File: src/hw/rtl/pf_pkg.sv
`timescale 1ns / 1ps
// Shared constants, types and helper functions for the Playfair encryption block.
// Depends on nothing; every other file in hw/rtl refers to it by scoped names.

package pf_pkg;

    // Function codes carried by an input transaction.
    localparam logic [1:0] FUNC_KEY     = 2'd0;
    localparam logic [1:0] FUNC_END_KEY = 2'd1;
    localparam logic [1:0] FUNC_TEXT    = 2'd2;
    localparam logic [1:0] FUNC_END_MSG = 2'd3;

    localparam int SQ_SIDE     = 5;
    localparam int SQ_SIZE     = 25;
    localparam int NUM_LETTERS = 26;

    localparam logic [4:0] LET_I    = 5'd8;
    localparam logic [4:0] LET_J    = 5'd9;
    localparam logic [4:0] LET_X    = 5'd23;
    localparam logic [4:0] LET_LAST = 5'(NUM_LETTERS - 1);
    localparam logic [4:0] SQ_FULL  = 5'(SQ_SIZE);
    localparam logic [2:0] SIDE_MAX = 3'(SQ_SIDE - 1);

    // After a clear only j counts as used, so it never enters the square.
    localparam logic [NUM_LETTERS-1:0] USED_RESET = NUM_LETTERS'(1) << LET_J;

    typedef logic [4:0] letter_t;
    typedef logic [4:0] place_t;
    typedef logic [2:0] coord_t;

    // Commands from the controller to the datapath.
    typedef struct packed {
        logic capture;
        logic key_place;
        logic fill_start;
        logic fill_step;
        logic text_hold;
        logic pair_text;
        logic pair_pad;
        logic rd_a;
        logic rd_b;
        logic calc;
        logic rd_o1;
        logic rd_o2;
        logic sel_second;
    } cmd_t;

    // Status from the datapath back to the controller.
    typedef struct packed {
        logic [1:0] func;
        logic       letter_ok;
        logic       square_ready;
        logic       held_valid;
        logic       walk_last;
    } status_t;

    // Row of a place in the square (place is below 25).
    function automatic coord_t place_row(input place_t p);
        coord_t r;
        if (p >= 5'd20)
            r = 3'd4;
        else if (p >= 5'd15)
            r = 3'd3;
        else if (p >= 5'd10)
            r = 3'd2;
        else if (p >= 5'd5)
            r = 3'd1;
        else
            r = 3'd0;
        return r;
    endfunction

    // Column of a place: the place less five times its row.
    function automatic coord_t place_col(input place_t p);
        coord_t r;
        place_t base;
        r    = place_row(p);
        base = {r[2:0], 2'b00} + {2'b00, r};
        return 3'(p - base);
    endfunction

    // One step along a row or column, wrapping at the edge.
    function automatic coord_t coord_inc(input coord_t x);
        return (x == SIDE_MAX) ? 3'd0 : 3'(x + 3'd1);
    endfunction

    // Row-major place of a row and column.
    function automatic place_t place_of(input coord_t r, input coord_t c);
        return {r[2:0], 2'b00} + {2'b00, r} + {2'b00, c};
    endfunction

endpackage

File: src/hw/rtl/pf_if.sv
`timescale 1ns / 1ps
// Valid/ready channel interfaces for input and result transactions.
// Depends on pf_pkg for the letter type.

interface pf_item_if;
    logic             valid;
    logic             ready;
    logic [1:0]       func;
    pf_pkg::letter_t  letter;

    modport source (output valid, output func, output letter, input ready);
    modport sink   (input valid, input func, input letter, output ready);
endinterface

interface pf_result_if;
    logic             valid;
    logic             ready;
    pf_pkg::letter_t  cipher_letter;
    logic             last;

    modport source (output valid, output cipher_letter, output last, input ready);
    modport sink   (input valid, input cipher_letter, input last, output ready);
endinterface

File: src/hw/rtl/playfair_encrypt_top.sv
`timescale 1ns / 1ps
// Top level of the Playfair encryption block: controller and datapath joined.
// Depends on pf_pkg, pf_if (pf_item_if, pf_result_if), pf_controller and pf_datapath.
//
//   Channel  Direction  Payload                   Use
//   item     sink       func[1:0], letter[4:0]    key letters, end of key, text, end of message
//   result   source     cipher_letter[4:0], last  cipher letters, last on the second of a pair
//
// A transaction that gives no result is accepted, then decoded and acted on.
// An end of key on an unfinished square walks the alphabet, one letter per cycle, writing unused ones.
// A completed or padded digraph steps through accept, decode, two place reads, the
// cipher place calculation, two square reads and two result transactions.
// Reset clears the used marks (j alone set), fill count, ready flag and held letter; the
// square memories have no reset. A result stall holds the letter and blocks new input.

module playfair_encrypt_top
(
    input  logic               clk,
    input  logic               rst_n,
    pf_item_if.sink            item,
    pf_result_if.source        result
);

    // The controller steers the datapath with one command struct per cycle and reads back
    // a status struct; no other signals cross between the two.
    pf_pkg::cmd_t    cmd;
    pf_pkg::status_t status;

    pf_controller u_ctrl
    (
        .clk          (clk),
        .rst_n        (rst_n),
        .item_valid   (item.valid),
        .item_ready   (item.ready),
        .result_valid (result.valid),
        .result_last  (result.last),
        .result_ready (result.ready),
        .status       (status),
        .cmd          (cmd)
    );

    // The datapath holds the key square, the letter places, the used marks and the held
    // letter, and presents the cipher letter of the current result transaction.
    pf_datapath u_dp
    (
        .clk           (clk),
        .rst_n         (rst_n),
        .cmd           (cmd),
        .func          (item.func),
        .letter        (item.letter),
        .status        (status),
        .cipher_letter (result.cipher_letter)
    );

endmodule

File: src/hw/rtl/pf_datapath.sv
`timescale 1ns / 1ps
// Datapath: key square and letter place memories, used marks, held letter and pair logic.
// Depends on pf_pkg; driven by pf_controller through pf_pkg::cmd_t.

module pf_datapath
(
    input  logic              clk,
    input  logic              rst_n,
    input  pf_pkg::cmd_t      cmd,
    input  logic [1:0]        func,
    input  pf_pkg::letter_t   letter,
    output pf_pkg::status_t   status,
    output pf_pkg::letter_t   cipher_letter
);

    pf_pkg::letter_t square_mem [pf_pkg::SQ_SIZE];
    pf_pkg::place_t  place_mem  [pf_pkg::NUM_LETTERS];

    logic [1:0]                      func_reg;
    pf_pkg::letter_t                 letter_reg;
    logic [pf_pkg::NUM_LETTERS-1:0]  used_reg,        used_next;
    logic [4:0]                      fill_reg,        fill_next;
    logic                            ready_reg,       ready_next;
    logic                            held_valid_reg,  held_valid_next;
    pf_pkg::letter_t                 held_letter_reg, held_letter_next;
    logic [4:0]                      walk_reg,        walk_next;
    pf_pkg::letter_t                 a_reg, a_next;
    pf_pkg::letter_t                 b_reg, b_next;
    pf_pkg::place_t                  pa_reg, pb_reg;
    pf_pkg::place_t                  addr1_reg, addr2_reg;
    pf_pkg::letter_t                 c1_reg, c2_reg;

    pf_pkg::letter_t folded;
    logic            same_as_held;
    logic            clearing;
    logic            eff_used;
    logic [4:0]      eff_fill;
    logic            do_place;
    pf_pkg::letter_t place_let;
    pf_pkg::coord_t  r1, c1, r2, c2;
    pf_pkg::place_t  addr1, addr2;

    always_comb
    begin
        folded       = (letter_reg == pf_pkg::LET_J) ? pf_pkg::LET_I : letter_reg;
        same_as_held = (held_letter_reg == folded);

        // A key letter on a finished square starts a new key in the same cycle.
        clearing  = cmd.key_place && ready_reg;
        place_let = cmd.key_place ? folded : walk_reg;
        eff_used  = clearing ? 1'b0 : used_reg[place_let];
        eff_fill  = clearing ? 5'd0 : fill_reg;
        do_place  = (cmd.key_place || cmd.fill_step) && !eff_used
                    && (eff_fill < pf_pkg::SQ_FULL);

        used_next = clearing ? pf_pkg::USED_RESET : used_reg;
        if (do_place)
        begin
            used_next = used_next | (pf_pkg::NUM_LETTERS'(1) << place_let);
        end
        fill_next = do_place ? 5'(eff_fill + 5'd1) : eff_fill;

        walk_next = walk_reg;
        if (cmd.fill_start)
            walk_next = 5'd0;
        else if (cmd.fill_step)
            walk_next = 5'(walk_reg + 5'd1);

        ready_next = ready_reg;
        if (clearing)
            ready_next = 1'b0;
        else if (cmd.fill_step && (walk_reg == pf_pkg::LET_LAST))
            ready_next = 1'b1;

        held_valid_next  = held_valid_reg;
        held_letter_next = held_letter_reg;
        a_next           = a_reg;
        b_next           = b_reg;
        if (clearing)
        begin
            held_valid_next  = 1'b0;
            held_letter_next = 5'd0;
        end
        else if (cmd.text_hold)
        begin
            held_valid_next  = 1'b1;
            held_letter_next = folded;
        end
        else if (cmd.pair_text)
        begin
            // A doubled letter is split by x and stays held for the next pair.
            held_valid_next = same_as_held;
            a_next          = held_letter_reg;
            b_next          = same_as_held ? pf_pkg::LET_X : folded;
        end
        else if (cmd.pair_pad)
        begin
            held_valid_next = 1'b0;
            a_next          = held_letter_reg;
            b_next          = pf_pkg::LET_X;
        end

        r1 = pf_pkg::place_row(pa_reg);
        c1 = pf_pkg::place_col(pa_reg);
        r2 = pf_pkg::place_row(pb_reg);
        c2 = pf_pkg::place_col(pb_reg);
        if (r1 == r2)
        begin
            addr1 = pf_pkg::place_of(r1, pf_pkg::coord_inc(c1));
            addr2 = pf_pkg::place_of(r2, pf_pkg::coord_inc(c2));
        end
        else if (c1 == c2)
        begin
            addr1 = pf_pkg::place_of(pf_pkg::coord_inc(r1), c1);
            addr2 = pf_pkg::place_of(pf_pkg::coord_inc(r2), c2);
        end
        else
        begin
            addr1 = pf_pkg::place_of(r1, c2);
            addr2 = pf_pkg::place_of(r2, c1);
        end
    end

    always_ff @(posedge clk or negedge rst_n)
    begin
        if (!rst_n)
        begin
            used_reg        <= pf_pkg::USED_RESET;
            fill_reg        <= 5'd0;
            ready_reg       <= 1'b0;
            held_valid_reg  <= 1'b0;
            held_letter_reg <= 5'd0;
            walk_reg        <= 5'd0;
        end
        else
        begin
            used_reg        <= used_next;
            fill_reg        <= fill_next;
            ready_reg       <= ready_next;
            held_valid_reg  <= held_valid_next;
            held_letter_reg <= held_letter_next;
            walk_reg        <= walk_next;
        end
    end

    always_ff @(posedge clk)
    begin
        if (cmd.capture)
        begin
            func_reg   <= func;
            letter_reg <= letter;
        end
        a_reg <= a_next;
        b_reg <= b_next;
        if (cmd.calc)
        begin
            addr1_reg <= addr1;
            addr2_reg <= addr2;
        end
    end

    // Memory writes and registered reads.
    always_ff @(posedge clk)
    begin
        if (do_place)
        begin
            square_mem[eff_fill] <= place_let;
            place_mem[place_let] <= eff_fill;
        end
        if (cmd.rd_a)
            pa_reg <= place_mem[a_reg];
        if (cmd.rd_b)
            pb_reg <= place_mem[b_reg];
        if (cmd.rd_o1)
            c1_reg <= square_mem[addr1_reg];
        if (cmd.rd_o2)
            c2_reg <= square_mem[addr2_reg];
    end

    assign status.func         = func_reg;
    assign status.letter_ok    = (letter_reg <= pf_pkg::LET_LAST);
    assign status.square_ready = ready_reg;
    assign status.held_valid   = held_valid_reg;
    assign status.walk_last    = (walk_reg == pf_pkg::LET_LAST);

    assign cipher_letter = cmd.sel_second ? c2_reg : c1_reg;

endmodule

File: src/hw/rtl/pf_controller.sv
`timescale 1ns / 1ps
// Controller state machine: sequences key entry, square fill and digraph encryption.
// Depends on pf_pkg; commands pf_datapath through pf_pkg::cmd_t.

module pf_controller
(
    input  logic             clk,
    input  logic             rst_n,
    input  logic             item_valid,
    output logic             item_ready,
    output logic             result_valid,
    output logic             result_last,
    input  logic             result_ready,
    input  pf_pkg::status_t  status,
    output pf_pkg::cmd_t     cmd
);

    localparam logic [3:0] S_IDLE   = 4'd0;
    localparam logic [3:0] S_DECODE = 4'd1;
    localparam logic [3:0] S_FILL   = 4'd2;
    localparam logic [3:0] S_RD_A   = 4'd3;
    localparam logic [3:0] S_RD_B   = 4'd4;
    localparam logic [3:0] S_CALC   = 4'd5;
    localparam logic [3:0] S_RD_O1  = 4'd6;
    localparam logic [3:0] S_RD_O2  = 4'd7;
    localparam logic [3:0] S_SEND1  = 4'd8;
    localparam logic [3:0] S_SEND2  = 4'd9;

    logic [3:0] state_reg, state_next;

    always_comb
    begin
        state_next   = state_reg;
        cmd          = '0;
        item_ready   = 1'b0;
        result_valid = 1'b0;
        result_last  = 1'b0;
        case (state_reg)
            S_IDLE:
            begin
                item_ready  = 1'b1;
                cmd.capture = item_valid;
                if (item_valid)
                    state_next = S_DECODE;
            end
            S_DECODE:
            begin
                state_next = S_IDLE;
                case (status.func)
                    pf_pkg::FUNC_KEY:
                    begin
                        cmd.key_place = status.letter_ok;
                    end
                    pf_pkg::FUNC_END_KEY:
                    begin
                        if (!status.square_ready)
                        begin
                            cmd.fill_start = 1'b1;
                            state_next     = S_FILL;
                        end
                    end
                    pf_pkg::FUNC_TEXT:
                    begin
                        if (status.square_ready && status.letter_ok)
                        begin
                            if (!status.held_valid)
                                cmd.text_hold = 1'b1;
                            else
                            begin
                                cmd.pair_text = 1'b1;
                                state_next    = S_RD_A;
                            end
                        end
                    end
                    pf_pkg::FUNC_END_MSG:
                    begin
                        if (status.square_ready && status.held_valid)
                        begin
                            cmd.pair_pad = 1'b1;
                            state_next   = S_RD_A;
                        end
                    end
                    default:
                    begin
                        state_next = S_IDLE;
                    end
                endcase
            end
            S_FILL:
            begin
                cmd.fill_step = 1'b1;
                if (status.walk_last)
                    state_next = S_IDLE;
            end
            S_RD_A:
            begin
                cmd.rd_a   = 1'b1;
                state_next = S_RD_B;
            end
            S_RD_B:
            begin
                cmd.rd_b   = 1'b1;
                state_next = S_CALC;
            end
            S_CALC:
            begin
                cmd.calc   = 1'b1;
                state_next = S_RD_O1;
            end
            S_RD_O1:
            begin
                cmd.rd_o1  = 1'b1;
                state_next = S_RD_O2;
            end
            S_RD_O2:
            begin
                cmd.rd_o2  = 1'b1;
                state_next = S_SEND1;
            end
            S_SEND1:
            begin
                result_valid = 1'b1;
                if (result_ready)
                    state_next = S_SEND2;
            end
            S_SEND2:
            begin
                result_valid   = 1'b1;
                result_last    = 1'b1;
                cmd.sel_second = 1'b1;
                if (result_ready)
                    state_next = S_IDLE;
            end
            default:
            begin
                state_next = S_IDLE;
            end
        endcase
    end

    always_ff @(posedge clk or negedge rst_n)
    begin
        if (!rst_n)
            state_reg <= S_IDLE;
        else
            state_reg <= state_next;
    end

endmodule

File: src/flat_wrapper.sv
// flat-port wrapper written by rule: the top's interface ports become plain ports
module playfair_encrypt_top_flat 
  (clk, rst_n, item_valid, item_func, item_letter, item_ready, result_valid, result_cipher_letter, result_last, result_ready);
  pf_item_if item_i ();
  pf_result_if result_i ();
  input  logic clk;
  input  logic rst_n;
  input wire logic [$bits(item_i.valid)-1:0] item_valid;
  input wire logic [$bits(item_i.func)-1:0] item_func;
  input wire logic [$bits(item_i.letter)-1:0] item_letter;
  output wire logic [$bits(item_i.ready)-1:0] item_ready;
  output wire logic [$bits(result_i.valid)-1:0] result_valid;
  output wire logic [$bits(result_i.cipher_letter)-1:0] result_cipher_letter;
  output wire logic [$bits(result_i.last)-1:0] result_last;
  input wire logic [$bits(result_i.ready)-1:0] result_ready;
  assign item_i.valid = item_valid;
  assign item_i.func = item_func;
  assign item_i.letter = item_letter;
  assign item_ready = item_i.ready;
  assign result_valid = result_i.valid;
  assign result_cipher_letter = result_i.cipher_letter;
  assign result_last = result_i.last;
  assign result_i.ready = result_ready;
  playfair_encrypt_top u_core (.clk(clk), .rst_n(rst_n), .item(item_i), .result(result_i));
endmodule
File: config.mk
export PLATFORM = sky130hd
export DESIGN_NAME = playfair_encrypt_top_flat
export DESIGN_NICKNAME = d
export VERILOG_FILES = /design/src/hw/rtl/pf_pkg.sv /design/src/hw/rtl/pf_if.sv /design/src/hw/rtl/playfair_encrypt_top.sv /design/src/hw/rtl/pf_datapath.sv /design/src/hw/rtl/pf_controller.sv /design/src/flat_wrapper.sv
export SDC_FILE = /design/constraint.sdc
export NUM_CORES = 1
export LEC_CHECK = 0
export ABC_AREA = 1
export BUFFER_PORTS_ARGS = -buffer_cell sky130_fd_sc_hd__clkbuf_2
export CORE_MARGIN = 1
export CORE_UTILIZATION = 60
export CTS_CLUSTER_DIAMETER = 150
export CTS_CLUSTER_SIZE = 24
export DETAILED_ROUTE_END_ITERATION = 6
export PLACE_DENSITY = 0.85
export SLEW_MARGIN = 10
export SYNTH_ARGS = -nofsm -noshare
export SYNTH_HDL_FRONTEND = slang
export SYNTH_SLANG_ARGS = --single-unit
File: constraint.sdc
create_clock -name clk -period 4.9 [get_ports clk]
set_input_delay 0.245 -clock clk [delete_from_list [all_inputs] [get_ports clk]]
set_output_delay 0.245 -clock clk [all_outputs]
set_load 0.005 [all_outputs]
==> results of run 1 <==
==> cell type report <==
| class | count | area share (%) |
|---|---|---|
| Timing Repair Buffer | 60 | 2.19 |
| Inverter | 188 | 3.62 |
| Clock buffer | 31 | 2.67 |
| Multi-Input combinational cell | 1356 | 36.4 |
| Tap cell | 390 | 2.50 |
| Clock inverter | 1 | 0.0834 |
| Sequential cell | 349 | 52.5 |
==> final timing paths <==
| path | from | endpoint |
|---|---|---|
| min | item_valid | u_core.u_ctrl.state_reg[0] |
| min reg2reg | u_core.u_dp.used_reg[0] | u_core.u_dp.used_reg[0] |
| min in group asynchronous | rst_n | u_core.u_dp.used_reg[3] |
| max in group asynchronous | rst_n | u_core.u_dp.fill_reg[4] |
| max | u_core.u_dp.pa_reg[1] | u_core.u_dp.addr1_reg[4] |
| max reg2reg | u_core.u_dp.pa_reg[1] | u_core.u_dp.addr1_reg[4] |
==> power by group <==
group | switching, mW | internal, mW
clock | 0.944 | 0.739
combinational | 2.51 | 1.05
sequential | 0.141 | 3.72
==> kinds of logic (layout without fill, tap and decap cells) <==
group	after synthesis	count (layout)	share of synthesized area [%]
simple gates	723	723	16.1
xor+xnor	18	18	0.851
fa+ha+maj	43	43	3.31
flops	349	349	55.3
compound gates	572	572	18.1
buf+inv	299	280	6.34
==> Yosys cell counts (10+ instances only) <==
library cell and count:
nor2_1 308, edfxtp_1 302, o21ai_0 297, nand2_1 265, inv_1 171, nand3_1 113
a21oi_1 105, clkbuf_1 93, o221ai_1 58, dfrtp_1 46, o211ai_1 38, o22ai_1 35
ha_1 33, a31oi_1 11, a32oi_1 11, fa_1 10, inv_2 10
==> through the flow <==
stage / hold WS, ps / cell area [µm²]
4_1_cts: 202 / 19500
2_1_floorplan: -50.6 / 18500
6_report: 219 / 19500
3_3_place_gp: 395 / 18900
3_5_place_dp: 395 / 18900
5_1_grt: 225 / 19500
==> tightest hold or removal path: stages <==
cell	delay, ps
clkbuf_2	80
inv_1	120
nand2_1	80
nand3_1	100
o22ai_1	80
==> timing repair <==
item	CTS	global route
setup buffers	0	0
hold buffers	9	0
endpoints found under the hold margin	54	0
==> routing by layer <==
metal / vias to the layer above / track usage, %
met5: - / 0
met4: 0 / 14.9
met3: 212 / 4.35
met2: 1275 / 52.9
met1: 7368 / 43.4
li1: 6976 / -
==> metrics.cfg, run 1 <==
[sta]
fmax_mhz = 234
worst-slew-pin-transition_ps = 1150
fin_crit_sh_pct = 87.2
finalSetupTns_ps = 0
slew_viol_final = 0
relSlewSlack_pct = 23.2
fin_skew_ps = 17.1
period_needed_ps = 4270
rsz0062_at_grt = false
hold_viol = 0
setup_violations = 0
layout_setup_ws_ps = 628

[detailed_routing]
top_layer_used = met4
vias = 15831
drt-met1-wl_um = 18800
drc = 2
avgViaCountPerCell = 6.67
first_pass_iters = 7
routed-wl-met2_um = 23700
ant_nets = 0
wl_per_cell_um = 21.5
wl_um = 51100
dr_wl_met3_um = 6090
initialDrtViolationCount = 2665

[worst_setup_path]
worstSetupStartpointType = flop
path_buf_inv = 4
path_common_cell = nand2_1
path_depth = 22
endpoint_kind = flop
max_stage_delay_ps = 550
path_delay_family = adder cells
r2r_setup_slack_ps = 630
cp.required_ps = 5200
slowest_stage = fa_1
cp_max_fo = 5
r2r_cells = 22
crit_chain = nor2_1 > nand2_1 > o21ai_0 > nand2_1 > nand2_1 > nand2_1 > inv_1 > ha_1 > inv_1 > fa_1 > inv_1 > nand3_1 > nand2_1 > inv_1 > fa_1 > ha_1 > a21o_1 > a21oi_1 > xor2_1 > o21ai_0 > nand2_1 > nand2_1
crit_arrival_ps = 4570
worst-setup-path-type = flop to flop

[cts]
cts_buffers = 18
cts_root_buffer = clkbuf_16
htreeDepth = 1
path_clk_slew_ps = 100
cts.sinks = 349
cts_tree = yes
ctsResizeCount = 0
clockBufferDepth = 3
clk_latency_ps = 540

[run_status]
violations = DRC
outcome = finished, violations left

[min_path]
hold_path.class = input pin to flop
worstHoldPathCells = 5

[layout]
final_cell_mix = 305 x nor2_1, 302 x edfxtp_1, 297 x o21ai_0, 265 x nand2_1, 171 x inv_1
nets = 2027
largest_reg_flops = 130
stdcell_count = 2375
area_delta_synth_final_pct = 5.35
multiInputGateArea_mm2 = 0.00711
n_fill_cell = 2281
antenna_cells = 0
layout_commonest_cell = nor2_1
seqCellArea_mm2 = 0.0102
drive_gt1_share_pct = 5.54
final_util_pct = 65.0

[placement]
placedCellCount = 2334
place_hpwl_um = 33100
routabilityCongestion = 0.917
dp_slack_ps = 658
io_buffers = 18

[global_route]
grt_overflow = 0
grt_max_degree = 86
grt_pass1_vias = 14797
grt.total_usage_pct = 32.5
grt_pass1_wl_um = 79000
antenna_found_initial = 0

[logic_synthesis]
synth_edf_count = 302
netlist_area_mm2 = 0.0185
synth_top_area_share_pct = 49.0
syn_inst = 2004
yosysTopAreaCell = edfxtp_1
syn_nets = 2058
synthArstFlopShare_pct = 13.5
ys_ff_latch = 349
synth_seq_area_share_pct = 55.3
synth.distinct_cells = 44
synth_warnings = 0
ys_top_cells_by_area = edfxtp_1 49%, o21ai_0 8.0%, nor2_1 6.2%, dfrtp_1 6.2%, nand2_1 5.4%
avgSynthCellArea_um2 = 9.24
synth-main-ff-cell = edfxtp_1

[floorplan]
dieArea_mm2 = 0.0316
start_util_pct = 61.7
die_y_um = 178
pin_count = 19
core_area_mm2 = 0.0300
die_w_um = 178
num_rows = 63

[flow_run]
maxCapViolCount = 0

[power_and_ir_drop]
power.density_mw_per_mm2 = 466
leakage_nw = 7.36
power.total_mw = 9.10
peakVddDrop_mv = 0.353

(Power assumes the default switching activity.)
==> run 2, diff against run 1 <==
--- a/config.mk
+++ b/config.mk
@@ -14,2 +14,3 @@
 export DETAILED_ROUTE_END_ITERATION = 6
+export MAX_ROUTING_LAYER = met4
 export PLACE_DENSITY = 0.85
--- a/constraint.sdc
+++ b/constraint.sdc
@@ -3,2 +3,2 @@
 set_output_delay 0.245 -clock clk [all_outputs]
-set_load 0.005 [all_outputs]
+set_load 0.05 [all_outputs]
==> run 2 against run 1 <==
  * The flow now finishes without violations
  * Combinational power is essentially flat
  * Worst hold slack got worse by 19 ps
  * Flip-flop and latch count unchanged
  * Non-clock buffer count up 1
  * Highest routed layer unchanged
  * Sequential share of layout area about the same
  * Sequential power about the same
  * Count of clock-buffer cells in the layout is the same
  * Clock skew up 6.6 ps
  * First-iteration DRC count rose by 2.5%
  * Core utilization is essentially flat
  * Critical path depth unchanged
==> metrics.cfg, run 2 (synthesis results as in run 1) <==
[cts]
clockBufferDepth = 3  ; unchanged
clk_latency_ps = 530  ; about the same
cts.sinks = 349  ; unchanged
path_clk_slew_ps = 100  ; about the same
cts_buffers = 18  ; unchanged
htreeDepth = 1  ; unchanged
cts_tree = yes
cts_root_buffer = clkbuf_16

[layout]
area_delta_synth_final_pct = 5.39  ; about the same
largest_reg_flops = 130  ; unchanged
layout_commonest_cell = nor2_1
drive_gt1_share_pct = 5.59  ; +0.048 points
nets = 2028  ; +0.049%
final_cell_mix = 305 x nor2_1, 302 x edfxtp_1, 297 x o21ai_0, 265 x nand2_1, 171 x inv_1
antenna_cells = 0  ; unchanged

[power_and_ir_drop]
leakage_nw = 7.36  ; about the same
power.total_mw = 9.12  ; +0.23%
power.density_mw_per_mm2 = 467  ; +0.19%
p_seq_share_pct = 42.4  ; about the same
swShare_pct = 39.6  ; +0.17 points
power_frac_clock_pct = 18.2  ; -0.3 points
switchingPower_mw = 3.62  ; +0.66%
peakVddDrop_mv = 0.349  ; -1.1%
intPower_mw = 5.51  ; about the same
combPwrFrac_pct = 39.4  ; +0.3 points

[floorplan]
pin_count = 19  ; unchanged
num_rows = 63  ; unchanged
dieArea_mm2 = 0.0316  ; unchanged
die_y_um = 178  ; unchanged
start_util_pct = 61.7  ; unchanged
die_w_um = 178  ; unchanged
core_area_mm2 = 0.0300  ; unchanged

[global_route]
grt_max_degree = 86  ; unchanged
grt_pass1_wl_um = 78900  ; about the same
grt_pass1_vias = 14792  ; -0.034%
grt_overflow = 0  ; unchanged
antenna_found_initial = 0  ; unchanged
grt.total_usage_pct = 33.4  ; +0.97 points

[detailed_routing]
wl_um = 50400  ; -1.4%
avgViaCountPerCell = 6.57  ; -1.4%
ant_nets = 0  ; unchanged
wl_per_cell_um = 21.2  ; -1.4%
vias = 15619  ; -1.3%
drc = 0  ; -2
initialDrtViolationCount = 2731  ; +2.5%
first_pass_iters = 6  ; -1

[worst_setup_path]
cp.required_ps = 5190  ; about the same
path_delay_family = adder cells
endpoint_kind = flop
path_common_cell = nand2_1
path_buf_inv = 5  ; +1
cp_max_fo = 5  ; unchanged
slowest_stage = fa_1
worst-setup-path-type = flop to flop
crit_chain = inv_1 > nand2_1 > o21ai_0 > nand2_1 > nand2_1 > nand2_1 > inv_1 > ha_1 > inv_1 > fa_1 > inv_1 > nand3_1 > nand2_1 > inv_1 > fa_1 > ha_1 > a21o_1 > a21oi_1 > xor2_1 > o21ai_0 > nand2_1 > nand2_1
crit_arrival_ps = 4560  ; about the same
max_stage_delay_ps = 550  ; about the same
worstSetupStartpointType = flop

[sta]
fin_skew_ps = 23.7  ; +6.64 ps
fmax_mhz = 234  ; about the same
hold_viol = 0  ; unchanged
setup_violations = 0  ; unchanged
layout_setup_ws_ps = 624  ; -3.37 ps
period_needed_ps = 4280  ; +3.37 ps
finalSetupTns_ps = 0  ; unchanged
rsz0062_at_grt = false
worst-slew-pin-transition_ps = 1160  ; +15.3 ps
slew_viol_final = 0  ; unchanged
fin_crit_sh_pct = 87.3  ; about the same
relSlewSlack_pct = 22.4  ; -0.82 points

[run_status]
outcome = finished, final reports clean

[min_path]
hold_path.class = input pin to flop

[placement]
routabilityCongestion = 0.952  ; +3.8%
io_buffers = 18  ; unchanged
place_hpwl_um = 33000  ; -0.44%
dp_slack_ps = 654  ; -4.62 ps

[flow_run]
maxCapViolCount = 0  ; unchanged

==> run 2: stage by stage <==
stage	hold slack [ps]	util, %	instance area, µm²	instances
3_5_place_dp	405	62.9	18900	2335
5_1_grt	228	65.0	19500	2376
3_3_place_gp	394	62.9	18900	2335
6_report	200	65.0	19500	2376
4_1_cts	190	65.0	19500	2376
2_1_floorplan	-50.6	-	18500	2004
==> run 2: power by group through the flow <==
stage	registers [mW]	logic, mW	clock network [mW]
after detailed placement	3.93	3.49	0
final	3.87	3.59	1.66
after global placement	3.92	3.41	0
after floorplan	3.87	2.57	0
after CTS	3.86	3.52	1.66
after global routing	3.89	4.02	1.76
==> run 2: layer usage <==
layer / wire length, µm / part of all wire, % / GRT usage, %
met5: 0 / 0 / -
met4: 2310 / 4.6 / 14.7
met3: 5970 / 12 / 5.72
met2: 23200 / 46 / 51.9
met1: 18900 / 38 / 43.4
==> run 2: layout make-up <==
| cell class | count | area (µm²) |
|---|---|---|
| multi-input cells | 1356 | 7110 |
| repair buffers | 61 | 435 |
| well taps | 390 | 488 |
| flip-flops and latches | 349 | 10200 |
| clock buffers | 31 | 520 |
| fillers | 2262 | 10500 |
| clock inverters | 1 | 16.3 |
| inverters | 188 | 706 |
==> run 2: tightest hold or removal path: stages <==
cell      delay, ps
clkbuf_2         80
inv_1           120
nand2_1          70
nand3_1         100
o22ai_1          80
==> run 2: worst paths after layout <==
| path | start | end | slack [ps] | cells past startpoint |
|---|---|---|---|---|
| setup / recovery | u_core.u_dp.pa_reg[4] | u_core.u_dp.addr1_reg[4] | 620 | 22 |
| hold / removal | item_valid | u_core.u_ctrl.state_reg[0] | 200 | 5 |
| setup reg to reg | u_core.u_dp.pa_reg[4] | u_core.u_dp.addr1_reg[4] | 620 | 22 |
| hold reg to reg | u_core.u_dp.held_letter_reg[1] | u_core.u_dp.a_reg[1] | 500 | 0 |
| max in group asynchronous | rst_n | u_core.u_dp.used_reg[23] | 4090 | 3 |
| min in group asynchronous | rst_n | u_core.u_dp.used_reg[0] | 360 | 3 |
==> run 2: repair_timing <==
item | in CTS | in global routing
gates resized for setup | 0 | 0
setup endpoints to repair | 0 | 0
endpoints found under the hold margin | 54 | 0
buffers inserted | 0 | 0
hold buffers | 9 | 0
